`src/hdl/llm_pkg.sv`:
```
// llm_pkg: shared constants, opcodes and helpers for the linked list manager
// no dependencies; imported by linked_list_manager
`default_nettype none

package llm_pkg;

    // node pool size; node numbers are ID_W bits wide, so the pool holds at most 2**ID_W
    localparam int NODE_SLOTS = 256;
    localparam int ID_W       = 8;
    localparam int CNT_W      = 9;
    localparam int OP_W       = 3;
    localparam int SLOT_AW    = $clog2(NODE_SLOTS);

    typedef enum logic [OP_W-1:0] {
        OP_APPEND  = 3'd0,
        OP_REMOVE  = 3'd1,
        OP_SUCC    = 3'd2,
        OP_HEAD    = 3'd3,
        OP_TAIL    = 3'd4,
        OP_CLEAR   = 3'd5
    } llm_op_t;

    localparam logic STATUS_OK   = 1'b0;
    localparam logic STATUS_FAIL = 1'b1;

    function automatic logic in_pool(input logic [ID_W-1:0] id);
        return 32'(id) < NODE_SLOTS;
    endfunction

    function automatic logic [SLOT_AW-1:0] slot_of(input logic [ID_W-1:0] id);
        return id[SLOT_AW-1:0];
    endfunction

endpackage

`default_nettype wire

```
`src/hdl/llm_ram.sv`:
```
// llm_ram: generic single-clock ram, one write port and one registered read port
// no dependencies
`default_nettype none

module llm_ram #(
    parameter int WIDTH = 8,
    parameter int DEPTH = 256
) (
    input  wire logic                     clk,
    input  wire logic                     we,
    input  wire logic [$clog2(DEPTH)-1:0] waddr,
    input  wire logic [WIDTH-1:0]         wdata,
    input  wire logic                     re,
    input  wire logic [$clog2(DEPTH)-1:0] raddr,
    output logic      [WIDTH-1:0]         rdata
);

    logic [WIDTH-1:0] mem [DEPTH];

    always_ff @(posedge clk) begin
        if (we) begin
            mem[waddr] <= wdata;
        end
        if (re) begin
            rdata <= mem[raddr];
        end
    end

endmodule

`default_nettype wire

```
`src/hdl/linked_list_manager.sv`:
```
// linked_list_manager: singly linked list over a numbered node pool, top level
// depends on llm_pkg and llm_ram
`default_nettype none

// One singly linked list is kept over node numbers 0 to NODE_SLOTS-1. Each
// request (opcode, node_id) gives exactly one result transfer carrying status,
// node_out, node_out_valid and the list count after the request. Next links
// and membership bits live in two rams, each with one write port and one
// registered read port; head, tail and count sit in flip-flops. After reset
// the block sweeps the membership ram to zero and holds s_ready low until
// the sweep ends. Read head, read tail, unused opcodes and removal from an
// empty list load the result register on the accepting edge; append,
// successor, removal of the head and any request that fails on membership
// wait on one ram read; removal of any other node walks from the head, each
// walk step waiting on one link read, and passes at most count list positions
// before the predecessor is found or the chain ends; clear zeroes head, tail
// and count at once but sweeps the membership ram, so its result comes once
// the sweep ends. One request is in flight at a time; a new input transfer
// is taken once the previous one is finished and the output register is
// empty or draining in the same cycle.

module linked_list_manager (
    input  wire logic                      aclk,
    input  wire logic                      aresetn,
    // request channel
    input  wire logic                      s_valid,
    output logic                           s_ready,
    input  wire logic [llm_pkg::OP_W-1:0]  s_opcode,
    input  wire logic [llm_pkg::ID_W-1:0]  s_node_id,
    // result channel
    output logic                           m_valid,
    input  wire logic                      m_ready,
    output logic                           m_status,
    output logic      [llm_pkg::ID_W-1:0]  m_node_out,
    output logic                           m_node_out_valid,
    output logic      [llm_pkg::CNT_W-1:0] m_list_count
);

    import llm_pkg::*;

    // controller states
    typedef enum logic [6:0] {
        ST_INIT = 7'b0000001,  // membership sweep after reset
        ST_IDLE = 7'b0000010,  // waiting for a request
        ST_APND = 7'b0000100,  // membership bit of the appended node arriving
        ST_LINK = 7'b0001000,  // membership bit and link of the node arriving
        ST_WALK = 7'b0010000,  // walk step: test bounds, read link of p
        ST_CMP  = 7'b0100000,  // walk step: compare link of p with the node
        ST_CLR  = 7'b1000000   // membership sweep for clear
    } state_t;

    state_t state_reg, state_next;

    // request held for multi-cycle operations
    logic [OP_W-1:0]  op_reg, op_next;
    logic [ID_W-1:0]  id_reg, id_next;

    // list state
    logic [ID_W-1:0]       head_reg, head_next;
    logic [ID_W-1:0]       tail_reg, tail_next;
    logic [CNT_W-1:0]      count_reg, count_next;

    // membership sweep address
    logic [SLOT_AW-1:0]    sweep_reg, sweep_next;

    // walk state: current node, steps taken, link of the node being removed
    logic [ID_W-1:0]  p_reg, p_next;
    logic [CNT_W-1:0] steps_reg, steps_next;
    logic [ID_W-1:0]  id_link_reg, id_link_next;

    // result register
    logic             m_valid_reg, m_valid_next;
    logic             m_status_reg, m_status_next;
    logic [ID_W-1:0]  m_node_out_reg, m_node_out_next;
    logic             m_node_out_valid_reg, m_node_out_valid_next;
    logic [CNT_W-1:0] m_list_count_reg, m_list_count_next;

    // link memory ports
    logic               ram_we;
    logic [SLOT_AW-1:0] ram_waddr;
    logic [ID_W-1:0]    ram_wdata;
    logic               ram_re;
    logic [SLOT_AW-1:0] ram_raddr;
    logic [ID_W-1:0]    ram_rdata;

    // membership memory ports
    logic               mem_we;
    logic [SLOT_AW-1:0] mem_waddr;
    logic               mem_wdata;
    logic               mem_re;
    logic [SLOT_AW-1:0] mem_raddr;
    logic               mem_rdata;

    // result produced this cycle
    logic            res_load;
    logic            res_fail;
    logic [ID_W-1:0] res_node;
    logic            res_node_valid;
    logic            rm_done;
    logic            s_xfer;
    logic            req_member;

    llm_ram #(
        .WIDTH (ID_W),
        .DEPTH (NODE_SLOTS)
    ) u_link_ram (
        .clk   (aclk),
        .we    (ram_we),
        .waddr (ram_waddr),
        .wdata (ram_wdata),
        .re    (ram_re),
        .raddr (ram_raddr),
        .rdata (ram_rdata)
    );

    // membership bits are read only when idle and written only while busy,
    // so accesses to one entry never overlap
    llm_ram #(
        .WIDTH (1),
        .DEPTH (NODE_SLOTS)
    ) u_member_ram (
        .clk   (aclk),
        .we    (mem_we),
        .waddr (mem_waddr),
        .wdata (mem_wdata),
        .re    (mem_re),
        .raddr (mem_raddr),
        .rdata (mem_rdata)
    );

    // take a request only when idle and the output register is free or draining
    assign s_ready = (state_reg == ST_IDLE) && (!m_valid_reg || m_ready);
    assign s_xfer  = s_valid && s_ready;

    // membership of the held request node, valid in the cycle after the read
    assign req_member = in_pool(id_reg) && mem_rdata;

    always_comb begin
        state_next   = state_reg;
        op_next      = op_reg;
        id_next      = id_reg;
        head_next    = head_reg;
        tail_next    = tail_reg;
        count_next   = count_reg;
        sweep_next   = sweep_reg;
        p_next       = p_reg;
        steps_next   = steps_reg;
        id_link_next = id_link_reg;

        ram_we    = 1'b0;
        ram_waddr = slot_of(tail_reg);
        ram_wdata = id_reg;
        ram_re    = 1'b0;
        ram_raddr = slot_of(s_node_id);

        mem_we    = 1'b0;
        mem_waddr = slot_of(id_reg);
        mem_wdata = 1'b0;
        mem_re    = 1'b0;
        mem_raddr = slot_of(s_node_id);

        res_load       = 1'b0;
        res_fail       = STATUS_FAIL;
        res_node       = '0;
        res_node_valid = 1'b0;
        rm_done        = 1'b0;

        unique case (state_reg)
            ST_INIT, ST_CLR: begin
                // zero one membership bit per cycle
                mem_we     = 1'b1;
                mem_waddr  = sweep_reg;
                mem_wdata  = 1'b0;
                sweep_next = sweep_reg + SLOT_AW'(1);
                if (sweep_reg == SLOT_AW'(NODE_SLOTS - 1)) begin
                    state_next = ST_IDLE;
                    if (state_reg == ST_CLR) begin
                        res_load = 1'b1;
                        res_fail = STATUS_OK;
                    end
                end
            end
            ST_IDLE: begin
                if (s_xfer) begin
                    op_next = s_opcode;
                    id_next = s_node_id;
                    unique case (s_opcode)
                        OP_APPEND: begin
                            mem_re     = 1'b1;
                            state_next = ST_APND;
                        end
                        OP_REMOVE: begin
                            if (count_reg == '0) begin
                                res_load = 1'b1;
                            end else begin
                                // fetch membership and the node's own link
                                mem_re     = 1'b1;
                                ram_re     = 1'b1;
                                state_next = ST_LINK;
                            end
                        end
                        OP_SUCC: begin
                            mem_re     = 1'b1;
                            ram_re     = 1'b1;
                            state_next = ST_LINK;
                        end
                        OP_HEAD, OP_TAIL: begin
                            res_load = 1'b1;
                            if (count_reg != '0) begin
                                res_fail       = STATUS_OK;
                                res_node_valid = 1'b1;
                                res_node       = (s_opcode == OP_HEAD) ? head_reg : tail_reg;
                            end
                        end
                        OP_CLEAR: begin
                            head_next  = '0;
                            tail_next  = '0;
                            count_next = '0;
                            sweep_next = '0;
                            state_next = ST_CLR;
                        end
                        default: begin
                            // unused opcodes fail with no change
                            res_load = 1'b1;
                        end
                    endcase
                end
            end
            ST_APND: begin
                res_load   = 1'b1;
                state_next = ST_IDLE;
                if (in_pool(id_reg) && !mem_rdata) begin
                    res_fail  = STATUS_OK;
                    mem_we    = 1'b1;
                    mem_wdata = 1'b1;
                    if (count_reg == '0) begin
                        head_next = id_reg;
                    end else if (in_pool(tail_reg)) begin
                        // old tail now links to the new node
                        ram_we = 1'b1;
                    end
                    tail_next  = id_reg;
                    count_next = count_reg + CNT_W'(1);
                end
            end
            ST_LINK: begin
                if (!req_member) begin
                    // not on the list
                    res_load   = 1'b1;
                    state_next = ST_IDLE;
                end else if (op_reg == OP_SUCC) begin
                    res_load   = 1'b1;
                    res_fail   = STATUS_OK;
                    state_next = ST_IDLE;
                    // tail has no successor
                    if (id_reg != tail_reg) begin
                        res_node_valid = 1'b1;
                        res_node       = ram_rdata;
                    end
                end else if (id_reg == head_reg) begin
                    // removing the head: its link becomes the new head
                    if (count_reg > CNT_W'(1)) begin
                        head_next = ram_rdata;
                    end
                    rm_done    = 1'b1;
                    state_next = ST_IDLE;
                end else begin
                    // start the predecessor search at the head
                    id_link_next = ram_rdata;
                    p_next       = head_reg;
                    steps_next   = '0;
                    state_next   = ST_WALK;
                end
            end
            ST_WALK: begin
                if (steps_reg < count_reg && p_reg != tail_reg) begin
                    ram_re     = 1'b1;
                    ram_raddr  = slot_of(p_reg);
                    state_next = ST_CMP;
                end else begin
                    // chain ended without finding a predecessor
                    res_load   = 1'b1;
                    state_next = ST_IDLE;
                end
            end
            ST_CMP: begin
                if (ram_rdata == id_reg) begin
                    state_next = ST_IDLE;
                    if (!in_pool(p_reg)) begin
                        res_load = 1'b1;
                    end else begin
                        if (id_reg == tail_reg) begin
                            // tail removed: predecessor becomes the tail
                            tail_next = p_reg;
                        end else begin
                            // bypass the removed node
                            ram_we    = 1'b1;
                            ram_waddr = slot_of(p_reg);
                            ram_wdata = id_link_reg;
                        end
                        rm_done = 1'b1;
                    end
                end else begin
                    p_next     = ram_rdata;
                    steps_next = steps_reg + CNT_W'(1);
                    state_next = ST_WALK;
                end
            end
            default: begin
                state_next = ST_IDLE;
            end
        endcase

        // common tail of a successful removal
        if (rm_done) begin
            res_load   = 1'b1;
            res_fail   = STATUS_OK;
            mem_we     = 1'b1;
            mem_waddr  = slot_of(id_reg);
            mem_wdata  = 1'b0;
            count_next = count_reg - CNT_W'(1);
            if (count_next == '0) begin
                head_next = '0;
                tail_next = '0;
            end
        end

        // output register: load a new result, or drain on transfer
        m_valid_next          = m_valid_reg && !m_ready;
        m_status_next         = m_status_reg;
        m_node_out_next       = m_node_out_reg;
        m_node_out_valid_next = m_node_out_valid_reg;
        m_list_count_next     = m_list_count_reg;
        if (res_load) begin
            m_valid_next          = 1'b1;
            m_status_next         = res_fail;
            m_node_out_next       = res_node;
            m_node_out_valid_next = res_node_valid;
            m_list_count_next     = count_next;
        end
    end

    // control state
    always_ff @(posedge aclk) begin
        if (!aresetn) begin
            state_reg   <= ST_INIT;
            head_reg    <= '0;
            tail_reg    <= '0;
            count_reg   <= '0;
            sweep_reg   <= '0;
            m_valid_reg <= 1'b0;
        end else begin
            state_reg   <= state_next;
            head_reg    <= head_next;
            tail_reg    <= tail_next;
            count_reg   <= count_next;
            sweep_reg   <= sweep_next;
            m_valid_reg <= m_valid_next;
        end
    end

    // payload and walk registers, no reset needed
    always_ff @(posedge aclk) begin
        op_reg               <= op_next;
        id_reg               <= id_next;
        p_reg                <= p_next;
        steps_reg            <= steps_next;
        id_link_reg          <= id_link_next;
        m_status_reg         <= m_status_next;
        m_node_out_reg       <= m_node_out_next;
        m_node_out_valid_reg <= m_node_out_valid_next;
        m_list_count_reg     <= m_list_count_next;
    end

    assign m_valid          = m_valid_reg;
    assign m_status         = m_status_reg;
    assign m_node_out       = m_node_out_reg;
    assign m_node_out_valid = m_node_out_valid_reg;
    assign m_list_count     = m_list_count_reg;

    // count never exceeds the pool size
    a_count_range: assert property (@(posedge aclk) disable iff (!aresetn)
        count_reg <= CNT_W'(NODE_SLOTS))
        else $error("list count above pool size");

    // link memory never read and written in the same cycle, so no forwarding is needed
    a_no_rw_overlap: assert property (@(posedge aclk) disable iff (!aresetn)
        !(ram_we && ram_re))
        else $error("link memory read and write overlap");

    // membership memory never read and written in the same cycle
    a_member_no_overlap: assert property (@(posedge aclk) disable iff (!aresetn)
        !(mem_we && mem_re))
        else $error("membership memory read and write overlap");

    // while an operation is in progress the output register is empty
    a_busy_out_empty: assert property (@(posedge aclk) disable iff (!aresetn)
        (state_reg != ST_IDLE) |-> !m_valid_reg)
        else $error("result pending during a multi-cycle operation");

    // walk never runs past the list length
    a_walk_bound: assert property (@(posedge aclk) disable iff (!aresetn)
        (state_reg == ST_WALK || state_reg == ST_CMP) |-> (steps_reg <= count_reg))
        else $error("walk exceeded list length");

    // an empty list reports empty head and tail
    a_empty_ends: assert property (@(posedge aclk) disable iff (!aresetn)
        (count_reg == '0) |-> (head_reg == '0 && tail_reg == '0))
        else $error("empty list with nonzero head or tail");

endmodule

`default_nettype wire
```
`config.mk`:
```
export PLATFORM = sky130hd
export DESIGN_NAME = linked_list_manager
export DESIGN_NICKNAME = d
export VERILOG_FILES = /design/src/hdl/llm_pkg.sv /design/src/hdl/llm_ram.sv /design/src/hdl/linked_list_manager.sv
export SDC_FILE = /design/constraint.sdc
export NUM_CORES = 2
export LEC_CHECK = 0
export ABC_AREA = 1
export ABC_CLOCK_PERIOD_IN_PS = 21900
export BUFFER_PORTS_ARGS = -buffer_cell sky130_fd_sc_hd__buf_2
export CORE_ASPECT_RATIO = 0.75
export CORE_MARGIN = 1
export CORE_UTILIZATION = 46
export CTS_CLUSTER_DIAMETER = 60
export DETAILED_ROUTE_END_ITERATION = 12
export GPL_ROUTABILITY_DRIVEN = 0
export PLACE_DENSITY = 0.6
export SLEW_MARGIN = 25
export SYNTH_ARGS = -nofsm -noshare
export SYNTH_HDL_FRONTEND = slang
export SYNTH_SLANG_ARGS = --single-unit
```
`constraint.sdc`:
```
create_clock -name aclk -period 21.9 [get_ports aclk]
set_clock_uncertainty 0.1 [all_clocks]
set_input_delay 1.095 -clock aclk [delete_from_list [all_inputs] [get_ports aclk]]
set_output_delay 1.095 -clock aclk [all_outputs]
set_load 0.05 [all_outputs]
```
### Yosys cells after proc, flatten, opt, wreduce, memory -nomap -nowiden

Memory sizes are Yosys's and may differ from the RTL's. A register that Yosys moved wholly into a read port is not among the register bits.
Index checks and enable logic that the tools add are counted.

| cells by class | value |
|---|---|
| reductions and logical operators | 22 |
| $add $sub $neg | 4 |
| bitwise operators | 2 |
| magnitude comparators | 2 |
| muxes and demuxes | 118 |
| equality and inequality tests | 28 |

Operator list:

| kind | count |
|---|---|
| 8-bit two-way mux | 40 |
| 9-bit two-way mux | 8 |
| 8-bit case mux with 2 select lines | 3 |
| 8-bit case mux with 3 select lines | 2 |
| 1-bit two-way mux | 43 |
| 9-bit case mux with 2 select lines | 2 |
| 7-bit case mux with 5 select lines | 1 |
| 7-bit case mux with 4 select lines | 1 |
| 8-bit == test | 3 |
| 7-bit two-way mux | 3 |
| 5-bit two-way mux | 4 |
| 9-bit by 1-bit adder with 9-bit output (second input constant) | 2 |
| 9-bit logical NOT | 2 |
| 8-bit inequality test | 2 |
| 1-bit case mux with 2 select lines | 8 |
| 2-bit inequality test (second input constant) | 5 |
| 3-bit by 2-bit == test with 1-bit output (second input constant) | 3 |
| 9-bit by 1-bit > comparator with 1-bit output (second input constant) | 1 |
| 9-bit less-than comparator | 1 |
| 9-bit nonzero test | 1 |
| 9-bit by 1-bit subtractor with 9-bit output (second input constant) | 1 |
| 8-bit by 1-bit adder with 8-bit output (second input constant) | 1 |
| 8-bit == test (second input constant) | 1 |
| 4-bit AND reduction | 2 |
| other kinds (26) | 36 |

| storage, ports and cells | value |
|---|---|
| memory bits (writable) | 2,304 |
| bits in registers | 96 |
| input bits | 15 |
| output and inout port bits | 21 |
| word-level logic and storage cells | 193 |
| memories | 2 |

Memory list:

| memory | words | width | read ports | clocked after memory_dff | wr ports | RTL line | source |
|---|---|---|---|---|---|---|---|
| u_link_ram.mem | 256 | 8 | 1 | 1 | 1 | llm_ram.sv:18 | `logic [WIDTH-1:0] mem [DEPTH];` |
| u_member_ram.mem | 256 | 1 | 1 | 1 | 1 | llm_ram.sv:18 |  |

### Longest topological paths before layout

| logic depth | value |
|---|---|
| depth in word-level cells | 8 |
| depth in mapped cells | 23 |
| gate-level depth less buffers | 20 |

### By module

A second synthesis with hierarchy kept.

| second synthesis, totals | value |
|---|---|
| cell total of the unflattened synthesis | 9,100 |
| area, all modules | 101,532.4 um^2 |

By module, submodules not included:

| module | seq. area each (um^2) | area each (um^2) | cells an instance | times used |
|---|---|---|---|---|
| llm_ram at u_link_ram | 61,739.2 | 83,476.3 | 7,003 | 1 |
| llm_ram at u_member_ram | 7,717.4 | 11,727.5 | 1,184 | 1 |
| linked_list_manager | 2,472.4 | 6,328.6 | 913 | 1 |

### Worst setup path before layout

OpenSTA, ideal clock, no wires.

| timing path | value |
|---|---|
| path type | register -> register |
| from | reg id_reg[3] |
| to | mem u_link_ram.mem[0][5], data pin |
| slack | 11.613 ns |
| library setup time | 1.579 ns |
| buffers on the path | 2 |
| arrival | 8.608 ns |
| stages on the path, launching flop included | 10 |
| data required time | 20.221 ns |
| clock period less this slack | 10.287 ns |
| cell sequence | edfxtp_1 > inv_1 > nor2_1 > nor3_1 > nand4_2 > nand2_1 > buf_2 > buf_1 > nor2_1 > a21oi_1 |

| between the ends | value |
|---|---|
| longest elaborated chain between the ends | 4 |
| elaborated cells between the ends (all ways) | 5 |
| those cells by class | eq/ne: 2; mux: 3 |

Ends and longest elaborated chain:

| what | RTL line | source |
|---|---|---|
| start: declaration | linked_list_manager.sv:56 | `logic [ID_W-1:0] id_reg, id_next;` |
| start signal: assignment | linked_list_manager.sv:365 | `id_reg <= id_next;` |
| 8-bit == test | linked_list_manager.sv:292 | `if (id_reg == tail_reg) begin` |
| 8-bit two-way mux | linked_list_manager.sv:292 |  |
| 8-bit two-way mux (*) | linked_list_manager.sv:287 | `if (ram_rdata == id_reg) begin` |
| 8-bit two-way mux (*) | linked_list_manager.sv:168 | `unique case (state_reg)` |
| named net ram_wdata[5] | linked_list_manager.sv:81 | `logic [ID_W-1:0] ram_wdata;` |
| end: declaration | llm_ram.sv:18 |  |

Mark *: on every way through the listed nets, which the timed path passes. The rest lies on a longest branch.

### Worst setup path after layout

| timing path | value |
|---|---|
| from | reg count_reg[7] |
| to | reg u_link_ram.rdata[3] (read register of u_link_ram.mem), data pin |

| between the ends | value |
|---|---|
| longest elaborated chain between the ends | 5 |
| elaborated cells between the ends (all ways) | 10 |
| those cells by class | order compare: 1; mux: 7; reduce/logical: 2 |

Ends and longest elaborated chain:

| what | RTL line | source |
|---|---|---|
| start: declaration | linked_list_manager.sv:61 | `logic [CNT_W-1:0] count_reg, count_next;` |
| start signal: assignment | linked_list_manager.sv:356 | `count_reg <= count_next;` |
| branches (longest 5 deep; another with 9-bit less-than comparator) | -- |  |
| end: declaration | llm_ram.sv:15 | `output logic [WIDTH-1:0] rdata` |

Parallel ways; which one is timed is not known.
A chain may end at the register's enable or synchronous reset.

==> results.yml <==
run_status:
  status: "finished clean"
global_routing:
  grt-ovfl-total: 0
  grt_pass1_wl_um: 456000
  track_usage_pct: 26.3
  grt_max_degree: 230
  grt_pass1_vias: 68700
  antenna_found_initial: 7
logic_synthesis:
  ys_ff_latch: 2409
  synth_commonest_cells: "nand2_1 (3007), edfxtp_1 (2368), nand3_1 (1586)"
  synth_top_area_share_pct: 67.5
  syn_area_mm2: 0.105
  ys.flop_type: "edfxtp_1"
  syn_nets: 10300
  synth_area_leaders: "edfxtp_1 (67%), nand2_1 (11%), nand3_1 (7.5%)"
  ys_warn_count: 0
  syn_inst: 10300
  synth-edff-count: 2368
  synth_cell_type_count: 50
  yosysMostFrequentCell: "nand2_1"
  yosysTopAreaCell: "edfxtp_1"
  yosysSeqAreaShare_pct: 68.2
  synth_area_per_cell_um2: 10.2
  synthArstFlopShare_pct: 0
routing:
  dr.first_iter.drc_count: 9941
  viasPerCell: 5.57
  drt-total-wl_um: 307000
  wl_per_cell_um: 23.1
  ant_nets: 0
  drcViolationCount: 0
  drt-pass1-iter-count: 7
  vias: 74000
clocking:
  clock_sinks: 2409
  ctsLongestPathBuffers: 4
  root_buffer: "clkbuf_16"
  clk_latency_ns: 0.90
  cts_buffers: 239
  cts_resized: 0
  hold_buffers: 0
  cts_htree_levels: 4
  cts.clk_slew.worst_paths_ns: 0.06
  postCtsSetupBuffers: 0
  tritoncts: "done"
worst_setup_path:
  crit_required_ns: 22.45
  r2r-start: "count_reg[7]$_SDFF_PN0_"
  crit_family: "simple AND/OR/NAND/NOR gates"
  critPathMaxStageDelay_ns: 0.78
  worstPathArrival_ns: 7.39
  cp-start-kind: "flop"
  worstPathMaxFanout: 178
  crit_slowest_cell: "buf_4"
  cp-end-kind: "flop"
  crit_chain: "inv_1 -> ha_1 -> nand2_1 -> inv_1 -> a21oi_1 -> nand2_1 -> nor2_2 -> nand4_2 -> buf_4 -> nand2_8 -> buf_4 -> buf_4 -> buf_12 -> nand2_1 -> nand3_1 -> nand3_1 -> nand3_1 -> nand3_1 -> nand3_1 -> nand3_1 -> nand3_1 -> nand2_1"
  rr_worst_depth: 22
  rr_endpoint: "u_link_ram.rdata[3]$_DFFE_PP_"
  path_buf_inv: 6
  timing.critical_path.mode_cell: "nand3_1"
  path_class: "flop to flop"
  r2r_slack_ns: 15.06
pwr:
  leakage_nw: 45.2
  pwr_density_cell_mw_per_mm2: 82.1
  ir_worst_vdd_uv: 63.4
hold_path:
  hold_path_depth: 1
  hold_start: "s_opcode[0]"
  min_to: "op_reg[0]$_DFFE_PP_"
  hold_class: "primary input to flop"
timing:
  drv_slew: 0
  hold_viol_final: 0
  period_share_pct: 31.2
  layout_min_cycle_time_ns: 6.84
  max_freq_ghz: 0.146
  setup_tns_ns: 0
  rsz0062_at_grt: "false"
  final.setup.worst_slack_ns: 15.06
  setup_viol: 0
  slew_headroom_pct: 23.8
  worst_pin_slew_ns: 1.14
layout:
  nets: 10200
  largest_register: "u_link_ram.mem"
  reg.largest.list: "u_link_ram.mem: 2048 flops, u_member_ram.mem: 256 flops"
  drive_gt1_share_pct: 5.60
  insertedDiodeCount: 0
  area_delta_synth_final_pct: 9.82
  largest_register_ffs: 2048
floorplanning:
  die-area_mm2: 0.231
  die_y_um: 417
  die_w_um: 555
  row_count: 151
  io_pins: 36
  core-area_mm2: 0.227
  start_util_pct: 46.5
run:
  drv_cap: 0
placed_design:
  place_hpwl_um: 175000
  port_buffers: 35
  dp_slack_ns: 15.02
[cells by family after synthesis]
| kind of cell | count (synthesis) | share of synthesized area (%) |
|---|---|---|
| AOI/OAI and AO/OA | 517 | 2.72 |
| xor gates and xnor gates | 24 | 0.199 |
| adders and majority gates | 14 | 0.166 |
| buffers and inverters | 1864 | 7.07 |
| DFF | 2409 | 68.2 |
| and+or+nand+nor | 5467 | 21.6 |
[where the power goes]
part           leakage, nW  switching (mW)  internal [mW]  total (mW)
registers             21.4        0.000577           4.98        4.98
logic                 20.1           0.349          0.113       0.463
clock network         3.68            1.77           2.29        4.06
total                 45.2            2.12           7.38        9.50
[how the worst max path moves through the flow]
stage | startpoint | end | slack [ns] | depth (start not counted)
detailed placement | s_node_id[0] | u_link_ram.rdata[3]$_DFFE_PP_ | 15.02 | 17
finish | count_reg[7]$_SDFF_PN0_ | u_link_ram.rdata[3]$_DFFE_PP_ | 15.06 | 22
CTS | count_reg[7]$_SDFF_PN0_ | u_link_ram.rdata[3]$_DFFE_PP_ | 15.22 | 22
global route | count_reg[7]$_SDFF_PN0_ | u_link_ram.rdata[3]$_DFFE_PP_ | 14.82 | 23
global placement | s_node_id[0] | u_link_ram.rdata[3]$_DFFE_PP_ | 14.96 | 17
floorplan | id_reg[3]$_DFFE_PP_ | u_link_ram.mem[0][5]$_DFFE_PP_ | 11.61 | 9
[cell usage in the layout, fill, tap and decap left out, drive strengths merged, types with 14 or more instances in the layout]
cell	count
a21oi	31
buf	161
bufinv	23
clkbuf	282
clkinv	119
dfxtp	41
edfxtp	2368
ha	14
inv	1291
nand2	3013
nand3	1591
nor2	797
nor3	27
o21ai	356
o22ai	82
xor2	15
[routing by layer]
layer  vias to the layer above  GRT usage [%]  wire length [µm]
li1                      33800              -                 -
met2                      3737           37.8            130000
met3                       499           4.91             31800
met5                         -              0                18
met4                         2           7.86              9500
met1                     36000           40.2            136000
[metrics by stage]
stage	hold slack, ns	power [mW]	cell area [µm²]	instances	util [%]
floorplan	0.339	5.37	105000	10300	-
global placement	0.352	5.53	108000	12900	47.7
detailed placement	0.367	5.53	108000	12900	47.7
CTS	0.292	9.53	116000	13300	51.0
global route	0.311	9.75	116000	13300	51.1
finish	0.353	9.50	116000	13300	51.1
[cell type report]
| class | count | area [µm²] |
|---|---|---|
| clock inverters | 150 | 1310 |
| fillers | 20200 | 111000 |
| inverters | 1290 | 4850 |
| well taps | 2983 | 3730 |
| clock buffers | 281 | 6220 |
| flip-flops and latches | 2409 | 71900 |
| repair buffers | 162 | 1370 |
| multi-input cells | 6022 | 26300 |
[worst register-to-register path: cells and delay by family, from the launching register on]
kind | cells | cell delay (ns)
AOI/OAI and AO/OA | 1 | 0.17
adders and majority gates | 1 | 0.30
DFF | 1 | 0.42
and+or+nand+nor | 14 | 3.11
buffers and inverters | 6 | 2.55
Note: power is estimated with default switching activity, not from simulation.
